==> config.mk <==
export PLATFORM = sky130hd
export DESIGN_NAME = rgbi_sync_pixel_capture_top
export DESIGN_NICKNAME = d
export VERILOG_FILES = /design/src/rtl/rsc_pkg.sv /design/src/rtl/rsc_core.sv /design/src/rtl/rsc_outq.sv /design/src/rtl/rgbi_sync_pixel_capture_top.sv
export SDC_FILE = /design/constraint.sdc
export NUM_CORES = 1
export LEC_CHECK = 0
export ABC_AREA = 0
export BUFFER_PORTS_ARGS = -buffer_cell sky130_fd_sc_hd__buf_2
export CORE_ASPECT_RATIO = 0.6
export CORE_MARGIN = 2
export CORE_UTILIZATION = 55
export DETAILED_ROUTE_END_ITERATION = 6
export PLACE_DENSITY = 0.71
export SLEW_MARGIN = 15
export SYNTH_ARGS = -nofsm -noshare
export SYNTH_HDL_FRONTEND = slang
export SYNTH_SLANG_ARGS = --single-unit
==> constraint.sdc <==
create_clock -name i_clk -period 11.8 [get_ports i_clk]
set_clock_uncertainty 0.05 [all_clocks]
set_input_delay 2.36 -clock i_clk [delete_from_list [all_inputs] [get_ports i_clk]]
set_output_delay 2.36 -clock i_clk [all_outputs]
set_load 0.01 [all_outputs]
==> src/rtl/rsc_pkg.sv <==
// Package for the RGBI-plus-sync pixel capture block.
// Holds video timing constants, register indexes and the result record type.
// No dependencies; imported by rsc_core, rsc_outq and the top level.
package rsc_pkg;

    // Video timing
    localparam int LINE_WIDTH  = 640;
    localparam int LINE_COUNT  = 240;
    localparam int HSYNC_PULSE = 24;
    localparam int VSYNC_PULSE = 128;
    localparam int HS_BIT      = 4;
    localparam int VS_BIT      = 5;

    // Field widths
    localparam int SAMPLE_W = 7;
    localparam int WORD_W   = 16;
    localparam int ADDR_W   = 16;
    localparam int DATA_W   = 8;
    localparam int CFG_W    = 8;
    localparam int CFG_IDX_W = 2;
    localparam int FRAME_W  = 32;

    // Derived limits
    localparam logic [WORD_W-1:0]  ROW_BYTES   = WORD_W'(LINE_WIDTH / 4);
    localparam logic [WORD_W-1:0]  X_LIMIT     = WORD_W'(LINE_WIDTH / 2);
    localparam logic [WORD_W-1:0]  Y_LIMIT     = WORD_W'(LINE_COUNT);
    localparam logic [WORD_W-1:0]  HS_MID      = WORD_W'(HSYNC_PULSE / 2);
    localparam logic [WORD_W-1:0]  VS_RUN      = WORD_W'(VSYNC_PULSE);
    localparam logic [WORD_W-1:0]  POS_MAX     = 16'h7fff;
    localparam logic [WORD_W-1:0]  RUN_MAX     = 16'hffff;
    localparam logic [FRAME_W-1:0] SWAP_FRAMES = 32'd10;
    localparam int                 LED_BIT     = 5;
    localparam logic [3:0]         COLOR_MASK  = 4'hf;

    // Configuration register indexes
    localparam logic [CFG_IDX_W-1:0] CFG_SEPARATE_VSYNC = 2'd0;
    localparam logic [CFG_IDX_W-1:0] CFG_LEFT_SKIP      = 2'd1;
    localparam logic [CFG_IDX_W-1:0] CFG_SHIFT_Y        = 2'd2;

    // Result kinds
    localparam logic KIND_PIXEL = 1'b0;
    localparam logic KIND_FRAME = 1'b1;

    typedef struct packed {
        logic              kind;
        logic [ADDR_W-1:0] address;
        logic [DATA_W-1:0] data;
        logic              swap_buffer;
        logic              led;
    } t_result;

endpackage

==> src/rtl/rsc_core.sv <==
// Capture core: input register, configuration registers, position/line/sync
// tracking state and the single-pass decode of one sample into a result.
// Depends on rsc_pkg.
module rsc_core import rsc_pkg::*; (
    input  logic                 i_clk,
    input  logic                 i_rst_n,
    input  logic                 i_in_valid,
    input  logic [SAMPLE_W-1:0]  i_sample,
    output logic                 o_in_stall,
    input  logic                 i_cfg_we,
    input  logic [CFG_IDX_W-1:0] i_cfg_index,
    input  logic [CFG_W-1:0]     i_cfg_data,
    input  logic                 i_room,
    output logic                 o_res_valid,
    output t_result              o_res
);

    // Configuration
    logic              r_separate_vsync;
    logic [CFG_W-1:0]  r_left_skip;
    logic [CFG_W-1:0]  r_shift_y;

    // Input register
    logic                r_in_valid;
    logic [SAMPLE_W-1:0] r_sample;

    // Tracking state
    logic signed [WORD_W-1:0] r_pos_x,  n_pos_x;
    logic signed [WORD_W-1:0] r_line_y, n_line_y;
    logic [WORD_W-1:0]        r_sync_run, n_sync_run;
    logic [SAMPLE_W-1:0]      r_prev_sample, n_prev_sample;
    logic [FRAME_W-1:0]       r_frames_seen, n_frames_seen;

    logic                     w_step;
    logic                     w_accept;
    logic signed [WORD_W-1:0] w_pos_inc;
    logic signed [WORD_W-1:0] w_line_after_hs;
    logic signed [WORD_W-1:0] w_start_x;
    logic signed [WORD_W-1:0] w_frame_y;
    logic [WORD_W-1:0]        w_run_inc;
    logic                     w_in_sync;
    logic                     w_hsync_hit;
    logic                     w_vsync;
    logic                     w_frame;
    logic                     w_pixel;
    logic [WORD_W-1:0]        w_row_base;
    logic [ADDR_W-1:0]        w_address;

    // Process the held sample when the output side has room
    assign w_step     = r_in_valid && i_room;
    assign o_in_stall = r_in_valid && !i_room;
    assign w_accept   = i_in_valid && !o_in_stall;

    // Decode the held sample against the current state
    always_comb begin
        w_pos_inc = (r_pos_x == $signed(POS_MAX)) ? r_pos_x : r_pos_x + 16'sd1;
        w_run_inc = (r_sync_run == RUN_MAX) ? r_sync_run : r_sync_run + 16'd1;

        if (r_separate_vsync) begin
            w_in_sync = !r_sample[HS_BIT] || !r_sample[VS_BIT];
            w_vsync   = !r_sample[VS_BIT];
        end else begin
            w_in_sync = !r_sample[HS_BIT];
            w_vsync   = (w_run_inc >= VS_RUN);
        end

        w_hsync_hit = w_in_sync && !r_sample[HS_BIT] && (r_sync_run == HS_MID);

        // Line start: negated skip, forced odd
        w_start_x = (-$signed({8'd0, r_left_skip}) - 16'sd1) | 16'sd1;
        w_line_after_hs = (w_hsync_hit && r_line_y != $signed(POS_MAX)) ?
                          r_line_y + 16'sd1 : r_line_y;
        w_frame_y = -$signed({8'd0, r_shift_y}) - 16'sd1;

        w_frame = w_in_sync && w_vsync && !w_line_after_hs[WORD_W-1];

        w_pixel = !w_in_sync && w_pos_inc[0] && !w_pos_inc[WORD_W-1] &&
                  !r_line_y[WORD_W-1] &&
                  ($unsigned(w_pos_inc) < X_LIMIT) &&
                  ($unsigned(r_line_y) < Y_LIMIT);

        w_row_base = $unsigned(r_line_y) * ROW_BYTES;
        w_address  = w_row_base + {1'b0, w_pos_inc[WORD_W-1:1]};

        // Next state
        n_pos_x       = w_hsync_hit ? w_start_x : w_pos_inc;
        n_line_y      = w_frame ? w_frame_y : w_line_after_hs;
        n_frames_seen = w_frame ? r_frames_seen + 32'd1 : r_frames_seen;
        n_sync_run    = r_sync_run;
        n_prev_sample = r_prev_sample;
        if (w_in_sync) begin
            n_sync_run = w_run_inc;
        end else if (!w_pos_inc[0]) begin
            n_sync_run    = '0;
            n_prev_sample = r_sample;
        end

        // Result record
        o_res_valid = w_step && (w_frame || w_pixel);
        o_res.kind  = w_frame ? KIND_FRAME : KIND_PIXEL;
        o_res.led   = n_frames_seen[LED_BIT];
        if (w_frame) begin
            o_res.address     = '0;
            o_res.data        = '0;
            o_res.swap_buffer = (r_frames_seen > SWAP_FRAMES);
        end else begin
            o_res.address     = w_address;
            o_res.data        = {r_sample[3:0] & COLOR_MASK, r_prev_sample[3:0] & COLOR_MASK};
            o_res.swap_buffer = 1'b0;
        end
    end

    // Hold configuration, input register and tracking state
    always_ff @(posedge i_clk) begin
        if (!i_rst_n) begin
            r_separate_vsync <= 1'b0;
            r_left_skip      <= '0;
            r_shift_y        <= '0;
            r_in_valid       <= 1'b0;
            r_pos_x          <= '0;
            r_line_y         <= '0;
            r_sync_run       <= '0;
            r_prev_sample    <= '0;
            r_frames_seen    <= '0;
        end else begin
            if (i_cfg_we) begin
                case (i_cfg_index)
                    CFG_SEPARATE_VSYNC: r_separate_vsync <= i_cfg_data[0];
                    CFG_LEFT_SKIP:      r_left_skip      <= i_cfg_data;
                    CFG_SHIFT_Y:        r_shift_y        <= i_cfg_data;
                    default: ;
                endcase
            end
            if (w_accept) begin
                r_in_valid <= 1'b1;
            end else if (w_step) begin
                r_in_valid <= 1'b0;
            end
            if (w_step) begin
                r_pos_x       <= n_pos_x;
                r_line_y      <= n_line_y;
                r_sync_run    <= n_sync_run;
                r_prev_sample <= n_prev_sample;
                r_frames_seen <= n_frames_seen;
            end
        end
    end

    // Capture the sample payload
    always_ff @(posedge i_clk) begin
        if (w_accept) begin
            r_sample <= i_sample;
        end
    end

    // A frame start always leaves the line counter negative
    a_frame_line_neg: assert property (@(posedge i_clk) disable iff (!i_rst_n)
        (w_step && w_frame) |=> r_line_y[WORD_W-1])
        else $error("line counter not negative after frame start");

    // A pixel write leaves pos_x on an odd sample
    a_pixel_odd: assert property (@(posedge i_clk) disable iff (!i_rst_n)
        (w_step && w_pixel) |=> r_pos_x[0])
        else $error("pixel write at even position");

    // A held sample that cannot advance stays put
    a_hold_sample: assert property (@(posedge i_clk) disable iff (!i_rst_n)
        (r_in_valid && !i_room) |=> (r_in_valid && $stable(r_sample)))
        else $error("held sample lost while output full");

endmodule

==> src/rtl/rsc_outq.sv <==
// Two-entry result queue between the capture core and the output channel.
// Lets the core advance while one finished result waits on the consumer.
// Depends on rsc_pkg.
module rsc_outq import rsc_pkg::*; (
    input  logic    i_clk,
    input  logic    i_rst_n,
    input  logic    i_push,
    input  t_result i_res,
    output logic    o_room,
    output logic    o_valid,
    output t_result o_res,
    input  logic    i_stall
);

    t_result    r_mem [2];
    logic       r_wr_ptr;
    logic       r_rd_ptr;
    logic [1:0] r_count;
    logic       w_pop;

    assign w_pop   = o_valid && !i_stall;
    assign o_valid = (r_count != 2'd0);
    assign o_room  = (r_count != 2'd2);
    assign o_res   = r_mem[r_rd_ptr];

    // Advance pointers and occupancy
    always_ff @(posedge i_clk) begin
        if (!i_rst_n) begin
            r_wr_ptr <= 1'b0;
            r_rd_ptr <= 1'b0;
            r_count  <= 2'd0;
        end else begin
            if (i_push) begin
                r_wr_ptr <= !r_wr_ptr;
            end
            if (w_pop) begin
                r_rd_ptr <= !r_rd_ptr;
            end
            case ({i_push, w_pop})
                2'b10:   r_count <= r_count + 2'd1;
                2'b01:   r_count <= r_count - 2'd1;
                default: r_count <= r_count;
            endcase
        end
    end

    // Store the pushed result
    always_ff @(posedge i_clk) begin
        if (i_push) begin
            r_mem[r_wr_ptr] <= i_res;
        end
    end

    a_count_max: assert property (@(posedge i_clk) disable iff (!i_rst_n)
        r_count != 2'd3)
        else $error("result queue occupancy out of range");

    a_no_overflow: assert property (@(posedge i_clk) disable iff (!i_rst_n)
        !(i_push && r_count == 2'd2))
        else $error("push into full result queue");

    a_pop_drains: assert property (@(posedge i_clk) disable iff (!i_rst_n)
        (w_pop && !i_push) |=> (r_count == $past(r_count) - 2'd1))
        else $error("pop did not reduce occupancy");

endmodule

==> src/rtl/rgbi_sync_pixel_capture_top.sv <==
// Top level of the RGBI-plus-sync pixel capture block.
// Instantiates rsc_core and rsc_outq; depends on rsc_pkg.
//
//   channel | direction | handshake                 | payload
//   --------+-----------+---------------------------+-------------------------------
//   in      | input     | i_in_valid / o_in_stall   | i_sample
//   out     | output    | o_out_valid / i_out_stall | o_kind o_address o_data
//           |           |                           | o_swap_buffer o_led
//   cfg     | input     | i_cfg_we                  | i_cfg_index i_cfg_data
//
// One sample per clock is sustained unless the output queue is full: a sample is registered,
// decoded when the queue has room and its result (if any) written into a two-entry output queue.
// A result is offered on o_out_valid from the queue, which is registered after the input register.
// i_rst_n is synchronous; it clears the configuration and all tracking state.
// The input stalls only when a sample is held and the output queue is full.
module rgbi_sync_pixel_capture_top import rsc_pkg::*; (
    input  logic                 i_clk,
    input  logic                 i_rst_n,
    input  logic                 i_in_valid,
    input  logic [SAMPLE_W-1:0]  i_sample,
    output logic                 o_in_stall,
    output logic                 o_out_valid,
    input  logic                 i_out_stall,
    output logic                 o_kind,
    output logic [ADDR_W-1:0]    o_address,
    output logic [DATA_W-1:0]    o_data,
    output logic                 o_swap_buffer,
    output logic                 o_led,
    input  logic                 i_cfg_we,
    input  logic [CFG_IDX_W-1:0] i_cfg_index,
    input  logic [CFG_W-1:0]     i_cfg_data
);

    logic    w_room;
    logic    w_res_valid;
    t_result w_res;
    t_result w_out;

    // Decode samples
    rsc_core u_core (
        .i_clk       (i_clk),
        .i_rst_n     (i_rst_n),
        .i_in_valid  (i_in_valid),
        .i_sample    (i_sample),
        .o_in_stall  (o_in_stall),
        .i_cfg_we    (i_cfg_we),
        .i_cfg_index (i_cfg_index),
        .i_cfg_data  (i_cfg_data),
        .i_room      (w_room),
        .o_res_valid (w_res_valid),
        .o_res       (w_res)
    );

    // Buffer results toward the consumer
    rsc_outq u_outq (
        .i_clk   (i_clk),
        .i_rst_n (i_rst_n),
        .i_push  (w_res_valid),
        .i_res   (w_res),
        .o_room  (w_room),
        .o_valid (o_out_valid),
        .o_res   (w_out),
        .i_stall (i_out_stall)
    );

    assign o_kind        = w_out.kind;
    assign o_address     = w_out.address;
    assign o_data        = w_out.data;
    assign o_swap_buffer = w_out.swap_buffer;
    assign o_led         = w_out.led;

endmodule

Word level (Yosys, flattened, before mapping)
Memories as Yosys holds them, arrays and structs flattened. A register that Yosys moved wholly into a read port is not among the register bits.
Index checks and enable logic that the tools add are counted.

operators by class
  magnitude comparators = 4
  equal/unequal tests = 10
  mux-type cells = 19
  add/sub/neg operators = 11
  multiply operators = 1
  bitwise gates (word level) = 2
  reductions and logical operators = 40

operator list
  kind                                                             count
  2-to-1 mux 16 bit                                                7
  adder 16 x 2 -> 16 bit (second input constant)                   2
  adder 32 x 1 -> 32 bit (second input constant)                   1
  == test 16 bit (second input constant)                           2
  greater-than comparator 32 x 4 -> 1 bit (second input constant)  1
  negation 8 -> 16 bit                                             2
  subtractor 16 x 2 -> 16 bit (second input constant)              2
  2-to-1 mux 25 bit                                                1
  adder 16 x 1 -> 16 bit (second input constant)                   1
  adder 16 x 15 -> 16 bit                                          1
  == test 16 x 4 -> 1 bit (second input constant)                  1
  >= comparator 16 x 8 -> 1 bit (second input constant)            1
  < comparator 16 x 8 -> 1 bit (second input constant)             1
  < comparator 16 x 9 -> 1 bit (second input constant)             1
  multiplier 16 x 3 -> 11 bit (second input constant)              1
  inequality test 16 bit (second input constant)                   1
  logical AND 1 bit                                                15
  AND reduction 2 bit                                              6
  zero test 1 bit                                                  11
  2-to-1 mux 1 bit                                                 9
  nonzero test 2 bit                                               4
  2-to-1 mux 6 bit                                                 1
  == test 2 x 1 -> 1 bit (second input constant)                   2
  == test 2 bit (second input constant)                            2
  other kinds (8)                                                  11

word-level totals
  bits in registers = 112
  input port bits = 22
  memories kept = 1
  memory bits (writable) = 54

memories
  name          words  width  rd ports  clocked after memory_dff  write ports  line            text
  u_outq.r_mem  2      27     1         1                         1            rsc_outq.sv:15  t_result r_mem [2];

Depth between registers and ports, before layout
  depth after elaboration = 13
  depth in mapped cells = 18
  gate-level depth less buffers = 17

Modules after synthesis
Synthesis repeated with hierarchy kept, for this count alone.

unflattened totals
  cell total of the unflattened synthesis = 905
  area total of the unflattened synthesis = 8961.1 µm²

modules (own cells, without submodules)
  module    cells each  area an instance (µm²)  times used  sequential area each (µm²)
  rsc_core  796         6789.0                  1           2202.1
  rsc_outq  109         2172.1                  1           1721.7

Least setup slack after synthesis
No wires, ideal clock.

  path type = flip-flop to flip-flop
  start point = register u_core.r_sync_run[8]
  end point = memory u_outq.r_mem[1][0] in the netlist's numbering, enable pin
  data arrival time = 4.075 ns
  period minus slack after synthesis = 4.580 ns
  cell stages (with the launch flop) = 8
  library setup time = 0.455 ns
  path slack = 7.220 ns
  path through = dfxtp_1 buf_2 nor4_1 nand4_1 nor2_1 mux2i_1 o211ai_1 a21boi_0

on the way
  cells in the longest elaborated chain, start to end = 10
  elaborated cells between the ends (all ways) = 16

RTL lines
  what                                                                line                            text
  start: declaration                                                  rsc_core.sv:30                  logic [WORD_W-1:0] r_sync_run, n_sync_run;
  start signal: assignment                                            rsc_core.sv:142                 r_sync_run <= n_sync_run;
  adder 16 x 1 -> 16 bit (tied with other cells)                      rsc_core.sv:57                  w_run_inc = (r_sync_run == RUN_MAX) ? r_sync_run : r_sync_run + 16'd1;
  2-to-1 mux 16 bit or logical AND 1 bit (tied branches)              rsc_core.sv:57, rsc_core.sv:67
  >= comparator 16 x 8 -> 1 bit or logical AND 1 bit (tied branches)  rsc_core.sv:64, rsc_core.sv:71
  2-to-1 mux 1 bit or 2-to-1 mux 16 bit (tied branches)               rsc_core.sv:59, rsc_core.sv:71
  logical AND 1 bit or zero test 1 bit (tied branches)                rsc_core.sv:75                  w_frame = w_in_sync && w_vsync && !w_line_after_hs[WORD_W-1];
  logical AND 1 bit (*)                                               rsc_core.sv:75
  logical OR 1 bit (*)                                                rsc_core.sv:99                  o_res_valid = w_step && (w_frame || w_pixel);
  logical AND 1 bit (*)                                               rsc_core.sv:99
  2-to-1 mux 1 bit (*)                                                rsc_outq.sv:49                  if (i_push) begin
  2-to-1 mux 1 bit (implied by the code) (*)                          rsc_outq.sv:50                  r_mem[r_wr_ptr] <= i_res;
  end: declaration                                                    rsc_outq.sv:15

Mark *: on every way between the ends. The rest lies on a longest branch, timed or not. The select of a mux whose other input is x is not followed.

==> run_summary.xml <==
<?xml version="1.0" encoding="UTF-8"?>
<metrics>
  <group name="finish">
    <metric name="share_of_final_layout_standard_cells_stronger_than_drive_strength_1" unit="%">13.7</metric>
    <metric name="synthToLayoutAreaGrowth" unit="%">11.3</metric>
    <metric name="fin_util" unit="%">63.5</metric>
    <metric name="design_area" unit="um^2">9900</metric>
    <metric name="ff_latch_area" unit="um^2">3920</metric>
    <metric name="multi_input_gate_area_in_the_final_layout" unit="um^2">4680</metric>
    <metric name="design.final.nets" unit="">1044</metric>
    <metric name="fill_cells" unit="">1265</metric>
  </group>
  <group name="global_route">
    <metric name="vias_in_the_first_global_route" unit="">6610</metric>
    <metric name="grt_pass1_wl" unit="um">34400</metric>
    <metric name="grt_max_degree" unit="">70</metric>
    <metric name="grt.total_usage" unit="%">25.3</metric>
    <metric name="initial_antenna_violation_count" unit="">3</metric>
    <metric name="globalRoute.totalOverflow" unit="">0</metric>
  </group>
  <group name="floorplanning">
    <metric name="die_h" unit="um">103</metric>
    <metric name="placeableCoreArea" unit="um^2">15600</metric>
    <metric name="die_area" unit="um^2">17200</metric>
    <metric name="fp-row-count" unit="">35</metric>
    <metric name="die_w" unit="um">168</metric>
    <metric name="initial_utilization" unit="%">57.0</metric>
    <metric name="io_pins" unit="">51</metric>
  </group>
  <group name="power_and_ir_drop">
    <metric name="power_density_over_cell_area" unit="nW/um^2">131</metric>
    <metric name="p_leak" unit="nW">3.63</metric>
    <metric name="fraction_of_power_consumed_by_combinational_cells" unit="%">7.9</metric>
    <metric name="clock_power_share" unit="%">44.7</metric>
    <metric name="seq_power_share" unit="%">47.4</metric>
    <metric name="sw_power" unit="W">0.000343</metric>
    <metric name="cell_int_power" unit="W">0.000954</metric>
    <metric name="vdd.ir_drop.worst" unit="V">0.0000773</metric>
    <metric name="switching_share" unit="%">26.4</metric>
  </group>
  <group name="critical_path">
    <metric name="cp.required" unit="ns">11.89</metric>
    <metric name="r2r_setup_slack" unit="ns">7.26</metric>
    <metric name="end_kind" unit="">flip-flop</metric>
    <metric name="setup.worst_path.class" unit="">flip-flop to flip-flop</metric>
    <metric name="worstSetupStartpointType" unit="">flip-flop</metric>
    <metric name="worst-endpoint-arrival" unit="ns">4.63</metric>
    <metric name="worst-path-max-fanout" unit="">9</metric>
  </group>
  <group name="routing">
    <metric name="routed_wire_length_per_instance" unit="um">17.7</metric>
    <metric name="first_iter_violations" unit="">770</metric>
    <metric name="post_drt_via_cell_ratio" unit="">6.14</metric>
    <metric name="routed_wl" unit="um">21300</metric>
    <metric name="number_of_search_and_repair_iterations_in_the_first_detailed_routing_pass" unit="">5</metric>
    <metric name="route.antenna.remaining_nets" unit="">0</metric>
    <metric name="drt_drc_violations_left" unit="">0</metric>
    <metric name="vias" unit="">7405</metric>
  </group>
  <group name="logic_synthesis">
    <metric name="yosys_most_used_dff" unit="">dfxtp_1</metric>
    <metric name="mappedNetlistNets" unit="">1018</metric>
    <metric name="ys_async_sr_fraction" unit="%">0</metric>
    <metric name="yosys.cell_types.count" unit="">61</metric>
    <metric name="synth.avg_cell_area" unit="um^2">9.24</metric>
    <metric name="synthesis_warning_total" unit="">0</metric>
    <metric name="syn_inst" unit="">962</metric>
    <metric name="ys_seq_elements" unit="">166</metric>
    <metric name="synth_edf_count" unit="">60</metric>
    <metric name="post_synth_instance_area" unit="um^2">8890</metric>
    <metric name="synth_sequential_area_ratio" unit="%">44.1</metric>
  </group>
  <group name="clocking">
    <metric name="cts_num_sinks" unit="">166</metric>
    <metric name="clock_root_buffer" unit="">clkbuf_16</metric>
    <metric name="clk_pin_slew" unit="ns">0.08</metric>
    <metric name="cts_repair_resizes" unit="">0</metric>
    <metric name="cts.hold.buffers_added" unit="">0</metric>
    <metric name="cts_htree_levels" unit="">4</metric>
    <metric name="clkLatencyLatePin" unit="ns">0.43</metric>
    <metric name="post_cts_buffers" unit="">0</metric>
    <metric name="tritoncts.num_buffers" unit="">17</metric>
    <metric name="cts_tree" unit="">yes</metric>
    <metric name="clock_path_buffers" unit="">2</metric>
  </group>
  <group name="timing">
    <metric name="worst_pin_slew" unit="ns">1.13</metric>
    <metric name="setup_viol_count_final" unit="">0</metric>
    <metric name="period_minus_slack" unit="ns">4.54</metric>
    <metric name="fin_tns_setup" unit="ns">0</metric>
    <metric name="headroom_to_the_max_slew_limit" unit="%">24.5</metric>
    <metric name="rsz0062_at_grt" unit="">no</metric>
    <metric name="fmax" unit="MHz">220</metric>
    <metric name="final.period_utilization" unit="%">38.5</metric>
    <metric name="number_of_hold_violations_in_the_final_report" unit="">0</metric>
    <metric name="final.setup.worst_slack" unit="ns">7.26</metric>
    <metric name="timing_max_transition_violations_final" unit="">0</metric>
  </group>
  <group name="worst_hold_path">
    <metric name="hold_path_class" unit="">flip-flop to flip-flop</metric>
  </group>
  <group name="outcome">
    <metric name="outcome" unit="">completed</metric>
  </group>
  <group name="place">
    <metric name="detailedPlacementHpwl" unit="um">14200</metric>
    <metric name="gp_congestion" unit="">0.901</metric>
    <metric name="port_buffers" unit="">49</metric>
    <metric name="dpl-instance-area" unit="um^2">9270</metric>
    <metric name="pre_cts_slack" unit="ns">7.45</metric>
  </group>
  <group name="run">
    <metric name="maxCapViolations" unit="">0</metric>
  </group>
</metrics>
-- critical path, cell delays in order, from the launching register on --
cell and delay [ns]:
dfxtp_1 0.51, nand4_1 0.37, nor3_1 0.58, nand2_1 0.27
nand2b_1 0.39, o21ai_0 0.13, nand2_1 0.14, inv_1 0.07
fa_1 0.40, nor2b_1 0.15, o21ai_0 0.13, a21boi_0 0.30
o21ai_0 0.16, a21oi_1 0.26, a31oi_1 0.14, xnor2_1 0.14
nor2_1 0.06
-- power by group through the flow --
stage / clock network, W / registers (W) / logic (W)
after detailed placement: 0 / 0.000627 / 0.000101
after floorplan: 0 / 0.000624 / 0.0000713
after global routing: 0.000605 / 0.000616 / 0.000112
after global placement: 0 / 0.000627 / 0.0000994
final: 0.000580 / 0.000615 / 0.000102
after CTS: 0.000586 / 0.000614 / 0.000102
-- cell families (layout without fill, tap and decap cells) --
family	after synthesis	after routing	synth area share, %
AOI/OAI and AO/OA	195	195	13.9
xor gates and xnor gates	46	46	4.53
adders and majority gates	34	34	4.95
buffers and inverters	79	118	3.46
DFF	166	166	44.1
muxes	63	63	7.54
other	0	2	0
and+or+nand+nor	379	379	21.5
-- layout by cell type (no fill, tap or decap), drive strengths merged, types with 4 or more instances in the layout --
cell,n
nor3,27
a211oi,13
o211ai,4
nand2b,12
nor3b,5
xnor2,28
nand2,71
nor4,25
edfxtp,60
and4,9
or4,11
mux2i,31
buf,56
clkbuf,17
ha,32
dfxtp,106
inv,36
o21a,4
clkinv,7
o22ai,8
nand3,28
and2,16
or3,19
a21o,4
mux2,32
and3,11
o21ai,46
nor2,109
nand4,22
o31ai,11
nor2b,6
xor2,18
a21oi,62
a31oi,14
-- registers in the layout, summed over array words and instances, names as in the netlist, named ones only --
register	flops
u_outq.r_mem	54
u_core.r_frames_seen	32
u_core.r_line_y	16
u_core.r_pos_x	16
u_core.r_sync_run	16
u_core.r_shift_y	8
u_core.r_left_skip	7
u_core.r_sample	6
u_core.r_prev_sample	4
u_outq.r_count	2
u_core.r_in_valid	1
u_core.r_separate_vsync	1
u_outq.r_rd_ptr	1
u_outq.r_wr_ptr	1
-- synthesized netlist by cell type (all sizes together), types with 4 or more instances --
cell type | n | area, um^2
o22ai | 8 | 50.1
xor2 | 18 | 158
o21a | 4 | 30.0
or3 | 19 | 119
o21ai | 46 | 230
inv | 30 | 113
and3 | 11 | 68.8
and4 | 9 | 78.8
clkbuf | 36 | 136
mux2i | 31 | 310
ha | 32 | 400
edfxtp | 60 | 1800
nor2 | 109 | 409
a211oi | 13 | 108
o211ai | 4 | 30.0
a21o | 4 | 30.0
or4 | 11 | 82.6
nor4 | 25 | 156
nand2b | 12 | 75.1
nand2 | 71 | 267
buf | 13 | 58.8
and2 | 16 | 100
nor3b | 5 | 37.5
a31oi | 14 | 87.6
nand3 | 28 | 145
o31ai | 11 | 82.6
dfxtp | 106 | 2120
a21oi | 62 | 310
mux2 | 32 | 360
nor3 | 27 | 140
nand4 | 22 | 138
xnor2 | 28 | 245
nor2b | 6 | 37.5
-- cell type report --
| class | count | area share (%) |
|---|---|---|
| diodes | 2 | 0.0506 |
| clock buffers | 17 | 4.30 |
| clock inverters | 15 | 2.03 |
| inverters | 30 | 1.14 |
| multi-input cells | 717 | 47.3 |
| flip-flops and latches | 166 | 39.6 |
| well taps | 203 | 2.57 |
| repair buffers | 56 | 3.01 |
-- metrics by stage --
| stage | hold slack [ns] | std cells | power, W |
|---|---|---|---|
| CTS | 0.439 | 1204 | 0.00130 |
| floorplan | 0.374 | 962 | 0.000695 |
| global route | 0.472 | 1205 | 0.00133 |
| finish | 0.441 | 1206 | 0.00130 |
| global placement | 0.417 | 1172 | 0.000727 |
| detailed placement | 0.428 | 1172 | 0.000728 |
-- layer usage --
| layer | GRT usage, % | part of all wire, % | up-vias |
|---|---|---|---|
| met3 | 4.80 | 8.4 | 19 |
| li1 | - | - | 3599 |
| met2 | 36.3 | 40 | 299 |
| met5 | 0 | 0.061 | - |
| met1 | 39.0 | 51 | 3486 |
| met4 | 6.70 | 1.1 | 2 |
-- final timing paths --
kind	from	endpoint	cells after the start
setup / recovery	u_core.r_pos_x[3]	u_outq.r_mem[1][25]	16
hold / removal	u_core.r_frames_seen[29]	u_core.r_frames_seen[29]	2
setup reg to reg	u_core.r_pos_x[3]	u_outq.r_mem[1][25]	16
hold reg to reg	u_core.r_frames_seen[29]	u_core.r_frames_seen[29]	2
Power figures use the tool's default switching activity.
